[src/sv/bdvd_pkg.sv]
// Shared types and constants for the bounded deque with value delete.
// Used by bdvd_cell and bounded_deque_with_value_delete_core; no dependencies.
package bdvd_pkg;

	localparam int VALUE_W = 32;
	localparam int FUNC_W = 4;
	localparam int STATUS_W = 2;
	localparam int TUSER_OUT_W = 1 + STATUS_W;

	typedef enum logic [FUNC_W-1:0] {
		OP_PUSH_FRONT = 4'd0,
		OP_PUSH_BACK  = 4'd1,
		OP_POP_FRONT  = 4'd2,
		OP_POP_BACK   = 4'd3,
		OP_REMOVE     = 4'd4,
		OP_CLEAR      = 4'd5,
		OP_READ_ALL   = 4'd6,
		OP_READ_FIRST = 4'd7,
		OP_READ_LAST  = 4'd8
	} func_t;

	typedef enum logic [STATUS_W-1:0] {
		ST_OK       = 2'd0,
		ST_EMPTY    = 2'd1,
		ST_NOTFOUND = 2'd2,
		ST_FULL     = 2'd3
	} status_t;

	typedef enum logic [1:0] {
		S_IDLE,
		S_SKIP,
		S_EMIT
	} state_t;

	// Per-cell control.
	typedef struct packed {
		logic put_operand;
		logic take_left;
		logic take_right;
		logic rd_load;
		logic rd_shift;
	} cell_ctl_t;

endpackage

[src/sv/bdvd_cell.sv]
// One storage cell of the deque chain: an entry register and a read-out shadow register.
// Depends on bdvd_pkg for the control struct and word width.
module bdvd_cell (
	input  logic                         clk,
	input  bdvd_pkg::cell_ctl_t          ctl,
	input  logic [bdvd_pkg::VALUE_W-1:0] operand,
	input  logic [bdvd_pkg::VALUE_W-1:0] left_ent,
	input  logic [bdvd_pkg::VALUE_W-1:0] right_ent,
	input  logic [bdvd_pkg::VALUE_W-1:0] right_rd,
	output logic [bdvd_pkg::VALUE_W-1:0] ent,
	output logic [bdvd_pkg::VALUE_W-1:0] rd,
	output logic                         match
);
	import bdvd_pkg::*;

	logic [VALUE_W-1:0] ent_q;
	logic [VALUE_W-1:0] rd_q;

	always_ff @(posedge clk) begin
		priority if (ctl.put_operand) begin
			ent_q <= operand;
		end else if (ctl.take_left) begin
			ent_q <= left_ent;
		end else if (ctl.take_right) begin
			ent_q <= right_ent;
		end else begin
			ent_q <= ent_q;
		end
	end

	// The shadow chain moves toward the front so the front cell always holds the next word out.
	always_ff @(posedge clk) begin
		priority if (ctl.rd_load) begin
			rd_q <= ent_q;
		end else if (ctl.rd_shift) begin
			rd_q <= right_rd;
		end else begin
			rd_q <= rd_q;
		end
	end

	assign ent   = ent_q;
	assign rd    = rd_q;
	assign match = (ent_q == operand);

endmodule

[src/sv/bounded_deque_with_value_delete_core.sv]
// Top level of the bounded deque with value delete: control sequencer and a chain of cells.
// Depends on bdvd_pkg and bdvd_cell.
//
//  channel | direction | tdata       | tuser (low bit up)     | tlast
//  s_      | in        | operand     | func                   | -
//  m_      | out       | value       | has_entry, status      | last
//
// Push, pop, remove and clear complete on acceptance: cells shift or load in parallel as needed.
// A read loads the shadow chain, then emits one beat per cycle from the front cell when not stalled;
// read last k first shifts the leading occupancy minus k words out of the chain without output.
// Reset clears occupancy and the sequencer; entry contents stay undefined until written.
// A stalled output beat holds the sequencer; in idle a new beat is accepted while the output is empty or taken.
module bounded_deque_with_value_delete_core #(
	parameter int DEPTH = 16
) (
	input  logic                             clk,
	input  logic                             arst_n,
	input  logic                             s_tvalid,
	output logic                             s_tready,
	input  logic [bdvd_pkg::VALUE_W-1:0]     s_tdata,  // [31:0] operand
	input  logic [bdvd_pkg::FUNC_W-1:0]      s_tuser,  // [3:0] func
	output logic                             m_tvalid,
	input  logic                             m_tready,
	output logic [bdvd_pkg::VALUE_W-1:0]     m_tdata,  // [31:0] value
	output logic [bdvd_pkg::TUSER_OUT_W-1:0] m_tuser,  // [0] has_entry, [2:1] status
	output logic                             m_tlast
);
	import bdvd_pkg::*;

	localparam int OCC_W = $clog2(DEPTH + 1);

	state_t state_q, state_d;
	logic [OCC_W-1:0] occ_q, occ_d;
	logic [OCC_W-1:0] cnt_q, cnt_d;
	logic [OCC_W-1:0] skip_q, skip_d;

	logic               out_valid_q;
	logic [VALUE_W-1:0] out_value_q;
	logic               out_has_q;
	logic               out_last_q;
	status_t            out_status_q;

	logic               out_ld;
	logic [VALUE_W-1:0] out_value_d;
	logic               out_has_d;
	logic               out_last_d;
	status_t            out_status_d;

	logic out_free;
	logic accept;
	func_t func;

	logic [VALUE_W-1:0] ent_v [DEPTH];
	logic [VALUE_W-1:0] rd_v  [DEPTH];
	cell_ctl_t          ctl_v [DEPTH];
	logic [DEPTH-1:0]   match_v;
	logic [DEPTH-1:0]   hit_v;
	logic [DEPTH-1:0]   hit_pre;

	logic             is_read;
	logic [OCC_W-1:0] rd_count;
	logic [OCC_W-1:0] rd_skip;
	logic [OCC_W-1:0] k_clamp;

	assign out_free = !out_valid_q || m_tready;
	assign s_tready = (state_q == S_IDLE) && out_free;
	assign accept   = s_tvalid && s_tready;
	assign func     = func_t'(s_tuser);

	genvar gi;
	generate
		for (gi = 0; gi < DEPTH; gi++) begin : g_cell
			logic [VALUE_W-1:0] left_ent;
			logic [VALUE_W-1:0] right_ent;
			logic [VALUE_W-1:0] right_rd;
			if (gi == 0) begin : g_front
				assign left_ent = '0;
			end else begin : g_mid_l
				assign left_ent = ent_v[gi-1];
			end
			if (gi == DEPTH - 1) begin : g_back
				assign right_ent = '0;
				assign right_rd  = '0;
			end else begin : g_mid_r
				assign right_ent = ent_v[gi+1];
				assign right_rd  = rd_v[gi+1];
			end
			bdvd_cell u_cell (
				.clk       (clk),
				.ctl       (ctl_v[gi]),
				.operand   (s_tdata),
				.left_ent  (left_ent),
				.right_ent (right_ent),
				.right_rd  (right_rd),
				.ent       (ent_v[gi]),
				.rd        (rd_v[gi]),
				.match     (match_v[gi])
			);
		end
	endgenerate

	// Only cells below the occupancy hold entries.
	always_comb begin
		for (int i = 0; i < DEPTH; i++) begin
			hit_v[i] = match_v[i] && (OCC_W'(i) < occ_q);
		end
	end

	// Prefix OR: a cell at or behind the first hit closes the gap by taking its right neighbor.
	always_comb begin
		logic [DEPTH-1:0] acc;
		acc = hit_v;
		for (int s = 1; s < DEPTH; s = s * 2) begin
			acc = acc | (acc << s);
		end
		hit_pre = acc;
	end

	// Read length and lead-in for the three read kinds; a negative k reads nothing.
	always_comb begin
		if (s_tdata[VALUE_W-1]) begin
			k_clamp = '0;
		end else if (s_tdata > VALUE_W'(occ_q)) begin
			k_clamp = occ_q;
		end else begin
			k_clamp = s_tdata[OCC_W-1:0];
		end
		is_read  = 1'b0;
		rd_count = '0;
		rd_skip  = '0;
		unique case (func)
			OP_READ_ALL: begin
				is_read  = 1'b1;
				rd_count = occ_q;
			end
			OP_READ_FIRST: begin
				is_read  = 1'b1;
				rd_count = k_clamp;
			end
			OP_READ_LAST: begin
				is_read  = 1'b1;
				rd_count = k_clamp;
				rd_skip  = occ_q - k_clamp;
			end
			default: begin
				is_read = 1'b0;
			end
		endcase
	end

	// Next state.
	always_comb begin
		state_d = state_q;
		unique case (state_q)
			S_IDLE: begin
				if (accept && is_read && (rd_count != '0)) begin
					state_d = (rd_skip != '0) ? S_SKIP : S_EMIT;
				end
			end
			S_SKIP: begin
				if (skip_q == OCC_W'(1)) begin
					state_d = S_EMIT;
				end
			end
			S_EMIT: begin
				if (out_free && (cnt_q == OCC_W'(1))) begin
					state_d = S_IDLE;
				end
			end
			default: begin
				state_d = S_IDLE;
			end
		endcase
	end

	// Outputs: cell controls, counters and the next output beat.
	always_comb begin
		out_ld       = 1'b0;
		out_value_d  = '0;
		out_has_d    = 1'b0;
		out_last_d   = 1'b1;
		out_status_d = ST_OK;
		occ_d        = occ_q;
		cnt_d        = cnt_q;
		skip_d       = skip_q;
		for (int i = 0; i < DEPTH; i++) begin
			ctl_v[i] = '0;
		end
		unique case (state_q)
			S_IDLE: begin
				if (accept) begin
					out_ld = 1'b1;
					unique case (func)
						OP_PUSH_FRONT: begin
							if (occ_q == OCC_W'(DEPTH)) begin
								out_status_d = ST_FULL;
							end else begin
								for (int i = 0; i < DEPTH; i++) begin
									ctl_v[i].put_operand = (i == 0);
									ctl_v[i].take_left   = (i != 0);
								end
								occ_d = occ_q + OCC_W'(1);
							end
						end
						OP_PUSH_BACK: begin
							if (occ_q == OCC_W'(DEPTH)) begin
								out_status_d = ST_FULL;
							end else begin
								for (int i = 0; i < DEPTH; i++) begin
									ctl_v[i].put_operand = (OCC_W'(i) == occ_q);
								end
								occ_d = occ_q + OCC_W'(1);
							end
						end
						OP_POP_FRONT: begin
							if (occ_q == '0) begin
								out_status_d = ST_EMPTY;
							end else begin
								for (int i = 0; i < DEPTH; i++) begin
									ctl_v[i].take_right = 1'b1;
								end
								occ_d = occ_q - OCC_W'(1);
							end
						end
						OP_POP_BACK: begin
							if (occ_q == '0) begin
								out_status_d = ST_EMPTY;
							end else begin
								occ_d = occ_q - OCC_W'(1);
							end
						end
						OP_REMOVE: begin
							if (occ_q == '0) begin
								out_status_d = ST_EMPTY;
							end else if (hit_pre[DEPTH-1]) begin
								for (int i = 0; i < DEPTH; i++) begin
									ctl_v[i].take_right = hit_pre[i];
								end
								occ_d = occ_q - OCC_W'(1);
							end else begin
								out_status_d = ST_NOTFOUND;
							end
						end
						OP_CLEAR: begin
							occ_d = '0;
						end
						OP_READ_ALL, OP_READ_FIRST, OP_READ_LAST: begin
							if (rd_count == '0) begin
								out_status_d = (occ_q == '0) ? ST_EMPTY : ST_OK;
							end else begin
								out_ld = 1'b0;
								for (int i = 0; i < DEPTH; i++) begin
									ctl_v[i].rd_load = 1'b1;
								end
								cnt_d  = rd_count;
								skip_d = rd_skip;
							end
						end
						default: begin
							out_status_d = ST_OK;
						end
					endcase
				end
			end
			S_SKIP: begin
				for (int i = 0; i < DEPTH; i++) begin
					ctl_v[i].rd_shift = 1'b1;
				end
				skip_d = skip_q - OCC_W'(1);
			end
			S_EMIT: begin
				if (out_free) begin
					out_ld      = 1'b1;
					out_value_d = rd_v[0];
					out_has_d   = 1'b1;
					out_last_d  = (cnt_q == OCC_W'(1));
					for (int i = 0; i < DEPTH; i++) begin
						ctl_v[i].rd_shift = 1'b1;
					end
					cnt_d = cnt_q - OCC_W'(1);
				end
			end
			default: begin
				out_ld = 1'b0;
			end
		endcase
	end

	always_ff @(posedge clk or negedge arst_n) begin
		if (!arst_n) begin
			state_q     <= S_IDLE;
			occ_q       <= '0;
			cnt_q       <= '0;
			skip_q      <= '0;
			out_valid_q <= 1'b0;
		end else begin
			state_q <= state_d;
			occ_q   <= occ_d;
			cnt_q   <= cnt_d;
			skip_q  <= skip_d;
			if (out_ld) begin
				out_valid_q <= 1'b1;
			end else if (m_tready) begin
				out_valid_q <= 1'b0;
			end
		end
	end

	always_ff @(posedge clk) begin
		if (out_ld) begin
			out_value_q  <= out_value_d;
			out_has_q    <= out_has_d;
			out_last_q   <= out_last_d;
			out_status_q <= out_status_d;
		end
	end

	assign m_tvalid = out_valid_q;
	assign m_tdata  = out_value_q;
	assign m_tuser  = {out_status_q, out_has_q};
	assign m_tlast  = out_last_q;

endmodule
[config.mk]
export PLATFORM = sky130hd
export DESIGN_NAME = bounded_deque_with_value_delete_core
export DESIGN_NICKNAME = d
export VERILOG_FILES = /design/src/sv/bdvd_pkg.sv /design/src/sv/bdvd_cell.sv /design/src/sv/bounded_deque_with_value_delete_core.sv
export SDC_FILE = /design/constraint.sdc
export NUM_CORES = 2
export LEC_CHECK = 0
export BUFFER_PORTS_ARGS = -buffer_cell sky130_fd_sc_hd__buf_2
export CELL_PAD_IN_SITES_DETAIL_PLACEMENT = 1
export CELL_PAD_IN_SITES_GLOBAL_PLACEMENT = 1
export CORE_ASPECT_RATIO = 2
export CORE_MARGIN = 2
export CORE_UTILIZATION = 45
export DETAILED_ROUTE_END_ITERATION = 8
export PLACE_DENSITY_LB_ADDON = 0.1
export SYNTH_ARGS = -nofsm -noshare
export SYNTH_HDL_FRONTEND = slang
export SYNTH_SLANG_ARGS = --single-unit
[constraint.sdc]
create_clock -name clk -period 17.5 [get_ports clk]
set_input_delay 5.25 -clock clk [delete_from_list [all_inputs] [get_ports clk]]
set_output_delay 5.25 -clock clk [all_outputs]
set_load 0.03 [all_outputs]
==> results.sh <==
export IMPL_post_cts_resize_count=0
export IMPL_rows=185
export IMPL_synth_simple_area_share_pct=17.9
export IMPL_cts_tree="built"
export IMPL_status="completed"
export IMPL_antenna_found_initial=5
export IMPL_end_kind="primary output"
export IMPL_postCtsHoldBufs=0
export IMPL_dr_pass1_iters=6
export IMPL_grt_total_usage_pct=32.6
export IMPL_ys_seq_area_share_pct=56.1
export IMPL_setup_tns_final_ns=0
export IMPL_io_buffers=77
export IMPL_grt_max_degree=174
export IMPL_die_area_mm2=0.131
export IMPL_grt_first_pass_wirelength_um=310000
export IMPL_vias=41700
export IMPL_yosys_top_cells_count="nand2_1, edfxtp_1, o21ai_0"
export IMPL_layout_drive_gt1_share_pct=7.42
export IMPL_ys_warnings_count=0
export IMPL_maxCapViolCount=0
export IMPL_finalSetupViolCount=0
export IMPL_clock_sinks=1078
export IMPL_tightest_slew_ns=1.32
export IMPL_fin_crit_ns=11.43
export IMPL_fin_skew_ns=0.0277
export IMPL_grt_ovfl_total=0
export IMPL_cts_buffers_inserted=105
export IMPL_peakVddDrop_mv=0.0954
export IMPL_hold_viol=0
export IMPL_start_util_pct=45.3
export IMPL_hold_path_class="flop to flop"
export IMPL_clk_latency_ns=0.74
export IMPL_synth_avg_cell_area_um2=10.3
export IMPL_postSynthCellCount=5578
export IMPL_avgViaCountPerCell=5.78
export IMPL_yosys_register_bits=1078
export IMPL_dieWidth_um=257
export IMPL_drc=0
export IMPL_crit_fanout=37
export IMPL_synth_compound_area_share_pct=6.08
export IMPL_synth_fp_nets=5640
export IMPL_synth_largest_area_cell="edfxtp_1"
export IMPL_drv_slew=0
export IMPL_cp_required_ns=12.25
export IMPL_path_class="primary input to primary output"
export IMPL_synth_edf_count=1060
export IMPL_coreArea_mm2=0.127
export IMPL_die_height_um=510
export IMPL_ys_async_sr_fraction_pct=1.67
export IMPL_gp_congestion=0.918
export IMPL_yosys_area_top_type_share_pct=55.3
export IMPL_ys_types=80
export IMPL_hpwl_um=149000
export IMPL_synthTopCellsByArea="edfxtp_1, nand2_1, mux2i_1"
export IMPL_drt_iter0_markers=3125
export IMPL_p_leak_nw=24.9
export IMPL_syn2layout_area_growth_pct=8.19
export IMPL_first_global_vias=43500
export IMPL_dpl_worst_slack_ns=5.54
export IMPL_worstPathArrival_ns=6.18
export IMPL_cts_root_buf="clkbuf_16"
export IMPL_yosys_area_share_adder_pct=0.491
export IMPL_dominantRegCellSynth="edfxtp_1"
export IMPL_ant_nets=0
export IMPL_slew_headroom_pct=11.0
export IMPL_htreeDepth=3
export IMPL_cp_start_kind="primary input"
export IMPL_syn_area_mm2=0.0575
export IMPL_finalCritPeriodShare_pct=65.3
export IMPL_setup_ws_ns=6.07
export IMPL_synth_top_family_by_area="simple AND/OR/NAND/NOR gates"
export IMPL_path_clk_slew_ns=0.07
export IMPL_synthXorXnorAreaFrac_pct=7.81
export IMPL_finalNetCount=5490
export IMPL_rsz0062_at_grt="false"
export IMPL_wirelength_um=214000
export IMPL_clk_path_buf_depth=3
export IMPL_power_density_mw_per_mm2=128
export IMPL_ios=78
export IMPL_fmax_mhz=87.5
export IMPL_yosys_cell_count_top_type="nand2_1"
export IMPL_wl_per_cell_um=29.7
export IMPL_synthMuxAreaShare_pct=7.45
export IMPL_cts_setup_buffers=0
-- critical path, cell delays in order --
cell and delay, ns:
buf_2 0.07, nand2b_1 0.09, buf_4 0.36, and2_1 0.21
buf_2 0.20
-- stage by stage --
stage                     instances  hold slack [ns]  power [mW]  util (%)  area [um^2]
after global routing           7211            0.536        8.26      49.0        62200
after floorplan                5578            0.491        5.17         -        57500
after global placement         7004            0.494        5.54      46.2        58800
final                          7213            0.495        7.95      49.0        62300
after CTS                      7196            0.506        8.00      49.0        62200
after detailed placement       7004            0.502        5.62      46.2        58800
-- layout by cell type, fill, tap and decap left out, types with 38 or more instances in the layout --
| master | count |
|---|---|
| nand2_1 | 1987 |
| mux2i_1 | 390 |
| buf_2 | 77 |
| xor2_1 | 219 |
| and2_1 | 38 |
| a31oi_1 | 71 |
| edfxtp_1 | 1060 |
| nor4_1 | 69 |
| nand4_1 | 91 |
| xnor2_1 | 294 |
| clkbuf_16 | 108 |
| nor2_1 | 109 |
| buf_4 | 93 |
| o21ai_0 | 396 |
-- cells by family after synthesis --
group                      Yosys count
DFF                               1078
and+or+nand+nor                   2478
xor gates and xnor gates           513
muxes                              424
adders and majority gates           22
buffers and inverters              455
AOI/OAI and AO/OA                  608
-- final cells by class --
type / instances / area, um^2
Multi-Input combinational cell: 4045 / 23100
Inverter: 22 / 82.6
Clock inverter: 58 / 638
Sequential cell: 1078 / 32300
Timing Repair Buffer: 176 / 1200
Fill cell: 13800 / 64800
Antenna cell: 17 / 42.5
Tap cell: 1683 / 2110
Clock buffer: 134 / 2820
-- report_power, final --
part	leakage [nW]	total (mW)	internal (mW)	switching, mW
sequential	10.1	4.01	3.77	0.238
combinational	13.2	1.54	0.396	1.14
clock	1.68	2.40	1.34	1.06
-- per-layer routing --
metal	GRT usage (%)	up-vias	wire, um
li1	-	19000	-
met1	33.3	21200	73200
met2	57.4	1012	108000
met3	2.93	461	6250
met5	0	-	0
met4	33.1	0	26400
-- final timing paths --
check | start | end | slack (ns) | cells after the start
max | m_tready | s_tready | 6.07 | 5
min | g_cell[15].u_cell.rd[4] | g_cell[14].u_cell.rd[4] | 0.50 | 2
max reg2reg | occ_q[4] | g_cell[12].u_cell.rd[11] | 10.89 | 11
min reg2reg | g_cell[15].u_cell.rd[4] | g_cell[14].u_cell.rd[4] | 0.50 | 2
max in group asynchronous | arst_n | skip_q[0] | 12.67 | 1
min in group asynchronous | arst_n | occ_q[2] | 4.49 | 1
-- flip-flops by register name, summed over array words and instances, names as in the netlist --
signal	count
occ_q	5
state_q	2
g_cell.u_cell.ent	512
m_tvalid	1
out_has_q	1
m_tlast	1
m_tdata	32
g_cell.u_cell.rd	512
out_status_q	2
skip_q	5
cnt_q	5
No activity file was read; power rests on OpenSTA's default activity.
